`config.mk`:
```
export PLATFORM = sky130hd
export DESIGN_NAME = phwu_out_fifo
export DESIGN_NICKNAME = d
export VERILOG_FILES = /design/src/hdl/phwu_pkg.sv /design/src/hdl/phwu_out_fifo.sv
export SDC_FILE = /design/constraint.sdc
export NUM_CORES = 1
export LEC_CHECK = 0
export BUFFER_PORTS_ARGS = -buffer_cell sky130_fd_sc_hd__buf_2
export CAP_MARGIN = 10
export CORE_ASPECT_RATIO = 0.5
export CORE_MARGIN = 3
export CORE_UTILIZATION = 35
export CTS_CLUSTER_DIAMETER = 60
export DETAILED_ROUTE_END_ITERATION = 8
export PLACE_DENSITY = 0.63
export SLEW_MARGIN = 20
export SYNTH_ARGS = -nofsm -noshare
export SYNTH_HDL_FRONTEND = slang
export SYNTH_SLANG_ARGS = --single-unit
```
`constraint.sdc`:
```
create_clock -name clk_i -period 2.6 [get_ports clk_i]
set_clock_uncertainty 0.2 [all_clocks]
set_input_delay 0.39 -clock clk_i [delete_from_list [all_inputs] [get_ports clk_i]]
set_output_delay 0.39 -clock clk_i [all_outputs]
set_load 0.02 [all_outputs]
```
`src/hdl/phwu_pkg.sv`:
```
// Shared types and constants for the pixel hit word unpacker.
// Used by every module of the block; depends on nothing else.
package phwu_pkg;

  // Command codes of an input beat.
  localparam logic CMD_WORD = 1'b0;
  localparam logic CMD_READ = 1'b1;

  // Widths of the fields and of the row store.
  localparam int unsigned WORD_W   = 32;
  localparam int unsigned HALF_W   = 16;
  localparam int unsigned CHIP_W   = 3;
  localparam int unsigned ROW_W    = 8;
  localparam int unsigned HCNT_W   = 4;
  localparam int unsigned STORE_AW = CHIP_W + ROW_W;
  localparam int unsigned STORE_DEPTH = 1 << STORE_AW;

  // Epoch tag kept with each row word; a tag that differs from the
  // current epoch marks the entry as cleared.
  localparam int unsigned EPOCH_W = 10;
  localparam logic [EPOCH_W-1:0] EPOCH_MAX = '1;

  // Bit positions inside a packet word.
  localparam int unsigned IDX_LSB     = 16;
  localparam int unsigned IDX_W       = 13;
  localparam int unsigned HIT_END_BIT = 29;
  localparam int unsigned SRC_PAR_BIT = 8;

  // Result queue depth and its count width.
  localparam int unsigned OUT_DEPTH = 4;
  localparam int unsigned OUT_PW    = $clog2(OUT_DEPTH);
  localparam int unsigned OUT_CW    = $clog2(OUT_DEPTH + 1);

  typedef struct packed {
    logic              command;
    logic [WORD_W-1:0] word;
    logic              last_word;
    logic [CHIP_W-1:0] chip;
    logic [ROW_W-1:0]  row;
  } in_t;

  typedef struct packed {
    logic [WORD_W-1:0] row_word;
    logic              parity_done;
    logic              parity_ok;
    logic [HALF_W-1:0] computed_parity;
    logic [HALF_W-1:0] received_parity;
    logic              source_parity_flag;
  } out_t;

  // Request from the word decoder to the row store.
  typedef struct packed {
    logic                vld;
    logic                hit;
    logic                open;
    logic                close;
    logic [STORE_AW-1:0] addr;
    logic [WORD_W-1:0]   mask;
  } mem_req_t;

endpackage

```
`src/hdl/phwu_out_fifo.sv`:
```
// Result queue between the row store stage and the output channel.
// Depends on phwu_pkg for the result beat type and queue depth.
module phwu_out_fifo import phwu_pkg::*; (
  input  logic              clk_i,
  input  logic              rst_ni,
  input  logic              push_i,
  input  out_t              push_beat_i,
  output logic              out_valid_o,
  input  logic              out_stall_i,
  output out_t              out_beat_o,
  output logic [OUT_CW-1:0] count_o
);

  out_t              slot_q [OUT_DEPTH];
  logic [OUT_PW-1:0] wr_ptr_q, rd_ptr_q;
  logic [OUT_CW-1:0] cnt_q;
  logic              pop;

  assign out_valid_o = (cnt_q != '0);
  assign out_beat_o  = slot_q[rd_ptr_q];
  assign pop         = out_valid_o && !out_stall_i;
  assign count_o     = cnt_q;

  // Pointers and fill count.
  always_ff @(posedge clk_i or negedge rst_ni) begin
    if (!rst_ni) begin
      wr_ptr_q <= '0;
      rd_ptr_q <= '0;
      cnt_q    <= '0;
    end else begin
      if (push_i) begin
        wr_ptr_q <= wr_ptr_q + 1'b1;
      end
      if (pop) begin
        rd_ptr_q <= rd_ptr_q + 1'b1;
      end
      if (push_i && !pop) begin
        cnt_q <= cnt_q + 1'b1;
      end else if (pop && !push_i) begin
        cnt_q <= cnt_q - 1'b1;
      end
    end
  end

  // Slot storage.
  always_ff @(posedge clk_i) begin
    if (push_i) begin
      slot_q[wr_ptr_q] <= push_beat_i;
    end
  end

  a_no_overflow: assert property (@(posedge clk_i) disable iff (!rst_ni)
    (push_i && !pop) |-> (cnt_q != OUT_CW'(OUT_DEPTH)))
    else $error("result queue overflow");

endmodule

```
==> impl_metrics.toml <==
[synth]
synthXorXnorAreaFrac_pct = 0.521
syn_inst = 385
synth_compound_area_share_pct = 0.0497
avgSynthCellArea_um2 = 26.2
yosysUniqueCellTypes = 21
synth.yosys.seq_area_share_pct = 81.6
synth_adder_area_share_pct = 0.819
synth_nets = 462
muxShareOfSynthArea_pct = 15.1
synth.top_cell.area_share_pct = 79.9
synth-simple-area-share_pct = 0.559
synth_top_family_by_area = "multiplexers"
ys_top_cells_by_area = "edfxtp_1 (80%), mux4_2 (15%), dfrtp_1 (1.7%)"
synth_area_mm2 = 0.0101
synth-seq-cells = 275
ys_warn_count = 0
synth.largest_area_cell = "edfxtp_1"

[sta]
rsz0062_at_grt = "yes"
min_period_ns = 2.56
tns_ns = 0
drv_slew = 0
final_hold_viol_count = 0
setup_violations = 0
worst_pin_slew_ns = 0.379
timing.fmax_mhz = 391
fin_ws_ns = 0.0443
relSlewSlack_pct = 74.8
post-route-period-util_pct = 98.3

[layout]
final_common_cell = "edfxtp_1"
n_antenna_cell = 0
drive_gt1_share_pct = 41.8
final_cell_mix = "edfxtp_1 (268), buf_2 (140), dlygate4sd3_1 (70), mux4_2 (67), clkbuf_16 (27)"
layout.nets = 704
area_growth_pct = 28.4
stdcell_area_mm2 = 0.0129

[routing]
vias_per_cell = 4.69
antenna_left = 0
finalWirelength_um = 19800
drc = 0
wl_per_cell_um = 19.3
drt-initial-drc-count = 290
vias = 4813
firstDrtPassIters = 4

[place]
port_buffers = 141
dp_hpwl_um = 12300
dp_slack_ns = 0.306
routabilityCongestion = 0.741
place_area_mm2 = 0.0114

[clock_network]
cts_sinks = 275
cts_buffer_depth = 3
root_buffer = "clkbuf_16"
cts_tree = "yes"
cts-htree-levels = 1
cts_made_buffers = 26
clk_pin_slew_ns = 0.07
clkLatencyLatePin_ns = 0.51

[setup_path]
path_max_fanout = 22
startpoint = "rd_ptr_q[0]"
cp-start-kind = "flip-flop"
r2r-end = "count_o[2]"
reg2reg_slack_ns = 0.27
critical_path_arrival_ns = 1.97
critPathSlowestCell = "mux4_2"
timing.rr.start = "count_o[0]"
required_ns = 2.01
cpPeakStageDelay_ns = 0.55
reg2regPathDepth = 8
end_kind = "output port"
path_cells = "buf_12 > mux4_2 > buf_2"
path_class = "flip-flop to output port"

[floorplan]
fp.dieH_um = 126
io_pins = 142
core_mm2 = 0.0280
rows = 43
die_width_um = 246
initial_core_util_pct = 36.0
dieArea_mm2 = 0.0310

[grt]
grt_pass1_vias = 5404
grt_use_total_pct = 12.9
antenna_found_initial = 0
grt_max_degree = 27
grt_overflow_total = 0
grt_pass1_wl_um = 31100

[power_and_ir_drop]
ir_worst_vdd_uv = 478
pwr_density_cell_mw_per_mm2 = 1110
cellLeakagePower_nw = 4.45

[outcome]
outcome = "complete, no violations"

[flow_run]
maxCapViolations = 0

[worst_hold_path]
hold_path_class = "input pin to async pin"
[repair_timing]
item,4_1_cts,5_1_grt
setup buffers,2,0
gates resized for setup,0,2
endpoints found under the setup margin,61,26
endpoints found under the hold margin,278,0
hold buffers,70,0
[final cells by class]
| type | count | area (µm²) |
|---|---|---|
| clock buffers | 33 | 698 |
| clock inverters | 12 | 88.8 |
| fillers | 2306 | 15100 |
| inverters | 4 | 15.0 |
| multi-input cells | 90 | 1730 |
| flip-flops and latches | 275 | 8230 |
| well taps | 382 | 478 |
| repair buffers | 230 | 1700 |
[worst max-delay path: cells and delay by family, from the launching register on]
kind	cells	cell delay [ns]
mux	1	0.55
flops	1	0.48
buf+inv	2	0.41
[routing by layer]
metal	up-vias	GRT usage [%]	share of wire, %	routed length (µm)
met5	-	0	0	0
li1	2134	-	-	-
met3	25	2.21	3.3	650
met1	2583	16.2	40	7950
met2	71	23.6	55	10900
met4	0	2.88	1.5	303
[report_power, final]
part           internal (mW)  switching [mW]
registers               5.80           0.270
clock network           1.99            1.51
logic                   2.07            2.73
[logic make-up (layout without fill, tap and decap cells)]
kind of cell | after synthesis | count (layout)
and+or+nand+nor | 9 | 9
buffers and inverters | 20 | 279
DFF | 275 | 275
adders and majority gates | 6 | 6
muxes | 68 | 68
xor gates and xnor gates | 6 | 6
AOI/OAI and AO/OA | 1 | 1
[worst max-delay path by stage]
stage | endpoint | slack [ns] | cells after the start
3_5_place_dp | count_o[2] | 0.31 | 8
5_1_grt | out_beat_o[16] | -0.03 | 3
2_1_floorplan | count_o[2] | 0.35 | 8
4_1_cts | out_beat_o[2] | 0.003 | 3
3_3_place_gp | count_o[2] | 0.35 | 8
6_report | out_beat_o[2] | 0.04 | 3
[sequential cells by signal (all words and copies together), names as in the netlist]
register and flops:
wr_ptr_q 2, slot_q 268, rd_ptr_q 2, count_o 3
[cells in the mapped netlist, drive strengths merged]
master    n
and2      4
buf      13
clkbuf    3
dfrtp     7
edfxtp  268
fa        1
ha        5
inv       4
mux2      1
mux4     67
nand2     1
nor2      1
nor3      1
nor3b     1
o21ai     1
or2       1
xnor2     2
xor2      4
[through the flow]
step	total power, mW	cells	hold slack (ns)	utilization [%]
after floorplan	9.26	385	-0.106	-
after global placement	10.9	909	0.0320	40.7
after detailed placement	11.0	909	0.0364	40.7
after CTS	14.6	1026	0.0133	46.1
after global routing	15.1	1026	0.0351	46.2
final	14.4	1026	0.0309	46.2
(Power assumes the default switching activity.)
