$ cat config.mk
export PLATFORM = sky130hd
export DESIGN_NAME = phwu_word_ctrl
export DESIGN_NICKNAME = d
export VERILOG_FILES = /design/src/hdl/phwu_pkg.sv /design/src/hdl/phwu_word_ctrl.sv
export SDC_FILE = /design/constraint.sdc
export NUM_CORES = 1
export LEC_CHECK = 0
export BUFFER_PORTS_ARGS = -buffer_cell sky130_fd_sc_hd__clkbuf_2
export CAP_MARGIN = 5
export CORE_UTILIZATION = 44
export DETAILED_ROUTE_END_ITERATION = 10
export PLACE_DENSITY = 0.76
export SETUP_SLACK_MARGIN = 0.05
export SYNTH_ARGS = -nofsm -noshare
export SYNTH_HDL_FRONTEND = slang
export SYNTH_SLANG_ARGS = --single-unit
$ cat constraint.sdc
create_clock -name clk_i -period 2 [get_ports clk_i]
set_clock_uncertainty 0.1 [all_clocks]
set_input_delay 0.2 -clock clk_i [delete_from_list [all_inputs] [get_ports clk_i]]
set_output_delay 0.2 -clock clk_i [all_outputs]
set_load 0.03 [all_outputs]
$ cat src/hdl/phwu_pkg.sv
// Shared types and constants for the pixel hit word unpacker.
// Used by every module of the block; depends on nothing else.
package phwu_pkg;

  // Command codes of an input beat.
  localparam logic CMD_WORD = 1'b0;
  localparam logic CMD_READ = 1'b1;

  // Widths of the fields and of the row store.
  localparam int unsigned WORD_W   = 32;
  localparam int unsigned HALF_W   = 16;
  localparam int unsigned CHIP_W   = 3;
  localparam int unsigned ROW_W    = 8;
  localparam int unsigned HCNT_W   = 4;
  localparam int unsigned STORE_AW = CHIP_W + ROW_W;
  localparam int unsigned STORE_DEPTH = 1 << STORE_AW;

  // Epoch tag kept with each row word; a tag that differs from the
  // current epoch marks the entry as cleared.
  localparam int unsigned EPOCH_W = 10;
  localparam logic [EPOCH_W-1:0] EPOCH_MAX = '1;

  // Bit positions inside a packet word.
  localparam int unsigned IDX_LSB     = 16;
  localparam int unsigned IDX_W       = 13;
  localparam int unsigned HIT_END_BIT = 29;
  localparam int unsigned SRC_PAR_BIT = 8;

  // Result queue depth and its count width.
  localparam int unsigned OUT_DEPTH = 4;
  localparam int unsigned OUT_PW    = $clog2(OUT_DEPTH);
  localparam int unsigned OUT_CW    = $clog2(OUT_DEPTH + 1);

  typedef struct packed {
    logic              command;
    logic [WORD_W-1:0] word;
    logic              last_word;
    logic [CHIP_W-1:0] chip;
    logic [ROW_W-1:0]  row;
  } in_t;

  typedef struct packed {
    logic [WORD_W-1:0] row_word;
    logic              parity_done;
    logic              parity_ok;
    logic [HALF_W-1:0] computed_parity;
    logic [HALF_W-1:0] received_parity;
    logic              source_parity_flag;
  } out_t;

  // Request from the word decoder to the row store.
  typedef struct packed {
    logic                vld;
    logic                hit;
    logic                open;
    logic                close;
    logic [STORE_AW-1:0] addr;
    logic [WORD_W-1:0]   mask;
  } mem_req_t;

endpackage

$ cat src/hdl/phwu_word_ctrl.sv
// Word decoder: header counting, hit phase, index decoding and parity.
// Depends on phwu_pkg; drives row store requests and the parity fields.
module phwu_word_ctrl import phwu_pkg::*; #(
  parameter int unsigned HEADER_WORDS = 13
) (
  input  logic     clk_i,
  input  logic     rst_ni,
  input  logic     accept_i,
  input  in_t      beat_i,
  output mem_req_t mem_req_o,
  output out_t     res_o
);

  localparam logic [HCNT_W-1:0] HDR_CNT = HCNT_W'(HEADER_WORDS);

  logic [HCNT_W-1:0] hc_q, hc_d, hc_e;
  logic              hit_ph_q, hit_ph_d, hit_ph_e;
  logic              odd_q, odd_d, odd_e;
  logic [HALF_W-1:0] acc_q, acc_d, acc_e;
  logic [HALF_W-1:0] prev_q, prev_d, prev_e;
  logic [HALF_W-1:0] prev2_q, prev2_d, prev2_e;
  logic [1:0]        seen_q, seen_d, seen_e;
  logic              open_q, open_d;
  logic              is_word, open_now, store_hit;
  logic [IDX_W-1:0]  idx;
  logic [HALF_W-1:0] low, inv_low, par;

  assign is_word  = accept_i && (beat_i.command == CMD_WORD);
  assign open_now = !open_q;
  assign idx      = beat_i.word[IDX_LSB +: IDX_W];
  assign low      = beat_i.word[HALF_W-1:0];
  assign inv_low  = ~low;

  // A word that arrives with no packet open starts from fresh state.
  always_comb begin
    hc_e     = open_now ? '0 : hc_q;
    hit_ph_e = open_now ? 1'b1 : hit_ph_q;
    odd_e    = open_now ? 1'b0 : odd_q;
    acc_e    = open_now ? '0 : acc_q;
    prev_e   = open_now ? '0 : prev_q;
    prev2_e  = open_now ? '0 : prev2_q;
    seen_e   = open_now ? '0 : seen_q;
  end

  // Header count, hit phase and the parity window.
  always_comb begin
    hc_d      = hc_e;
    hit_ph_d  = hit_ph_e;
    acc_d     = acc_e;
    seen_d    = seen_e;
    store_hit = 1'b0;
    if (hc_e < HDR_CNT) begin
      hc_d = hc_e + 1'b1;
    end else if (hit_ph_e) begin
      if (beat_i.word[HIT_END_BIT]) begin
        hit_ph_d = 1'b0;
      end else begin
        store_hit = 1'b1;
      end
    end
    if (seen_e[1]) begin
      acc_d = acc_e ^ prev2_e;
    end else begin
      seen_d = seen_e + 1'b1;
    end
    prev2_d = prev_e;
    prev_d  = low;
    odd_d   = !odd_e;
    open_d  = !beat_i.last_word;
  end

  // Parity is inverted when the word count is even.
  assign par = acc_d ^ {HALF_W{!odd_d}};

  always_comb begin
    res_o = '0;
    if (is_word && beat_i.last_word) begin
      res_o.parity_done        = 1'b1;
      res_o.parity_ok          = (par == prev2_d);
      res_o.computed_parity    = par;
      res_o.received_parity    = prev2_d;
      res_o.source_parity_flag = beat_i.word[SRC_PAR_BIT];
    end
  end

  // Index bit 12 set means an odd-chip row beyond the store: dropped.
  // Otherwise chip = {index[1:0], index[11]}, row = index[10:3].
  always_comb begin
    mem_req_o       = '0;
    mem_req_o.vld   = accept_i;
    mem_req_o.hit   = is_word && store_hit && !idx[IDX_W-1];
    mem_req_o.open  = is_word && open_now;
    mem_req_o.close = is_word && beat_i.last_word;
    if (beat_i.command == CMD_READ) begin
      mem_req_o.addr = {beat_i.chip, beat_i.row};
    end else begin
      mem_req_o.addr = {idx[1:0], idx[11], idx[10:3]};
    end
    if (idx[2]) begin
      mem_req_o.mask = {{HALF_W{1'b0}}, inv_low};
    end else begin
      mem_req_o.mask = {inv_low, {HALF_W{1'b0}}};
    end
  end

  // Packet state registers update on every accepted packet word.
  always_ff @(posedge clk_i or negedge rst_ni) begin
    if (!rst_ni) begin
      hc_q     <= '0;
      hit_ph_q <= 1'b1;
      odd_q    <= 1'b0;
      acc_q    <= '0;
      prev_q   <= '0;
      prev2_q  <= '0;
      seen_q   <= '0;
      open_q   <= 1'b0;
    end else if (is_word) begin
      hc_q     <= hc_d;
      hit_ph_q <= hit_ph_d;
      odd_q    <= odd_d;
      acc_q    <= acc_d;
      prev_q   <= prev_d;
      prev2_q  <= prev2_d;
      seen_q   <= seen_d;
      open_q   <= open_d;
    end
  end

endmodule

==> run summary <==
Status: finished with violations
Failing checks: negative setup slack
Pwr Total: 5.983 mW
Worst-Skew Late Latency: 340 ps
Most frequent cells in the layout: clkbuf_2 (109), nand2_1 (97), buf_4 (75)
Io pins: 162
PortBufs: 127
DR iter-0 viols: 229
Die Wd: 97.26 um
Synth-to-layout area growth: 46.44%
Sequential share of the synthesized area: 0.3576
Critical path class: flop to output port
CTS tree: yes
Most common cell after layout, fill and taps aside: clkbuf_2
Worst EP required: 1700 ps
Final hold vios: 0
CTS Buffer Depth: 2
CP peak stage delay: 400 ps
Nets: 708
Gr ovfl total: 0
Die area: 0.009459 mm2
Ys Warns: 0
Unique masters post-synth: 39
Mean post-synth cell area: 8.661 um2
Maximum clock rate: 0.4047 GHz
CP max FO: 8
Pins Over Slew Limit: 0
Synth Register Bits: 57
Slowest CP cell: dfrtp_1
Vias/cell: 4.994
CORE AREA: 0.008763 mm2
CP endpoint kind: output port
VDD IR max: 0.0005300 V
Wire length per cell: 14.89 um
Initial antenna violation count: 0
Final GP Congestion: 0.8572
GRT Util Overall: 0.2425
Clock slew at reported path FFs: 70 ps
CP Launch Type: flop
Via count: 3845
Rows: 34
Leakage: 3.139 nW
H-tree levels: 3
Rel. slew slack: 0.6662
Final worst slack: -470.9 ps
HP Class: input pin to flop
Unrepaired setup endpoints after global routing: true
Area contributors post-synth: dfrtp_1 (35%), nand2_1 (9.8%), xor3_1 (7.7%)
Data arrival, critical path: 2170 ps
Top cell type's share of synthesized area: 0.3510
Critical path, cell by cell: buf_6 -> xnor2_2 -> xor3_1 -> nor4_1 -> nand4_1 -> o22ai_4 -> buf_8
Gate Count Post-Synth: 461
Share of layout cells above drive strength 1: 0.4109
CTS Sinks: 57
Place WS: -214.4 ps
Post-DP HPWL: 8112 um
Cell accounting for the most synthesized area: dfrtp_1
First-pass GRT wire length: 18080 um
Synthesized cell area: 0.003993 mm2
Ant. Diodes: 0
Fin crit share: 1.235
Starting Density: 0.4556
Max-Cap Viols: 0
DRC: 0
Final number of setup-violating endpoints: 5
Worst slew pin tran: 500.7 ps
Post-route minimum period: 2471 ps
Largest net degree at the start of global routing: 55
DR pass1 iterations: 4
CTS root buf: clkbuf_8
Pwr Density: 1023 mW/mm2
Vias in the first global route: 3812
Post-DRT Antenna Nets: 0
Drt total wl: 11470 um
Number of buffers created by CTS: 9
Die Ht: 97.26 um
-- area by class of cell --
cell class | count | area (um2)
Clock buffer | 11 | 151.4
Clock inverter | 5 | 77.57
Fill cell | 675 | 2917
Inverter | 5 | 18.77
Multi-Input combinational cell | 370 | 2546
Sequential cell | 57 | 1429
Tap cell | 108 | 135.1
Timing Repair Buffer | 214 | 1489
-- routing by layer --
layer,track usage,part of all wire,vias to the layer above
met5,0,0,-
met4,0.1018,0.025,0
met3,0.04892,0.050,23
met2,0.4507,0.54,152
met1,0.2674,0.38,1819
li1,-,-,1851
-- sequential cells by signal (all words and copies together), names as in the netlist --
name / flops
acc_q: 16
prev2_q: 16
hit_ph_q: 1
seen_q: 2
prev_q: 16
odd_q: 1
open_q: 1
hc_q: 4
-- cell usage after synthesis --
| master | instances |
|---|---|
| nand2_1 | 104 |
| dfrtp_1 | 56 |
| nor2_1 | 41 |
| buf_4 | 36 |
| xnor2_1 | 32 |
| nand3_1 | 18 |
| nor2b_1 | 17 |
| a21o_1 | 16 |
| and2_1 | 16 |
| nor3_1 | 16 |
| a22o_1 | 15 |
| clkbuf_1 | 13 |
| mux2_2 | 13 |
| xor3_1 | 13 |
| buf_1 | 6 |
| buf_2 | 6 |
| o21ai_0 | 6 |
| inv_1 | 5 |
| a21oi_1 | 3 |
| and3_1 | 3 |
| ha_1 | 3 |
| nand2_2 | 3 |
| nand4_1 | 2 |
| nor4_1 | 2 |
| o31ai_1 | 2 |
| a211oi_1 | 1 |
| a21boi_0 | 1 |
| a221o_1 | 1 |
| a31oi_1 | 1 |
| and3b_1 | 1 |
| conb_1 | 1 |
| dfstp_2 | 1 |
| mux2i_1 | 1 |
| nand2b_1 | 1 |
| nand4b_1 | 1 |
| nor4bb_1 | 1 |
| o22ai_1 | 1 |
| o22ai_2 | 1 |
| xor2_1 | 1 |
-- per-stage QoR --
| stage | setup TNS (ps) | instance area, um2 | utilization | instances | hold slack (ps) |
|---|---|---|---|---|---|
| after floorplan | 0 | 4188 | - | 492 | -195.6 |
| after global placement | -176.5 | 5126 | 0.5850 | 733 | 76.35 |
| after detailed placement | -214.4 | 5126 | 0.5850 | 733 | 86.14 |
| after CTS | -823.0 | 5702 | 0.6506 | 766 | 2.317 |
| after global routing | -1283 | 5847 | 0.6672 | 770 | 21.83 |
| final | -751.4 | 5847 | 0.6672 | 770 | 10.50 |
-- critical path, delay by kind of cell (launching register included) --
family / cells / cell delay [ps]
flops: 1 / 400
buf+inv: 2 / 330
xor+xnor: 2 / 420
simple gates: 2 / 530
compound gates: 1 / 160
-- power by group --
group          leakage [nW]  internal [mW]  switching (mW)
clock network         0.115          0.765           0.493
registers             0.680           1.38           0.246
logic                  2.34           1.68            1.42
-- logic make-up after synthesis --
family / synth area share
other: 0.0009392
AND/OR/NAND/NOR: 0.2548
flip-flops: 0.3576
XOR/XNOR: 0.1498
buffers and inverters: 0.09778
AO/OA/AOI/OAI: 0.09057
adder cells (fa/ha/maj): 0.009402
multiplexers: 0.03917
-- timing repair --
action / in CTS / in global routing
hold buffers: 15 / 0
cloned: 0 / 2
endpoints found under the setup margin: 31 / 33
gates resized for setup: 42 / 41
setup buffers: 2 / 2
pin swaps: 9 / 10
hold endpoints to repair: 29 / 0
-- path summary, 6_finish.rpt --
| kind | startpoint | end | slack (ps) | cells past startpoint |
|---|---|---|---|---|
| max in group asynchronous | rst_ni | seen_q[0] | 970 | 3 |
| worst max-delay path | odd_q | res_o[33] | -470 | 7 |
| worst min-delay path | beat_i[20] | prev_q[8] | 10 | 3 |
| min in group asynchronous | rst_ni | acc_q[12] | 240 | 2 |
| worst min register to register | prev2_q[8] | prev2_q[8] | 380 | 2 |
| worst max register to register | open_q | hc_q[1] | 90 | 8 |
(Power assumes the default switching activity.)
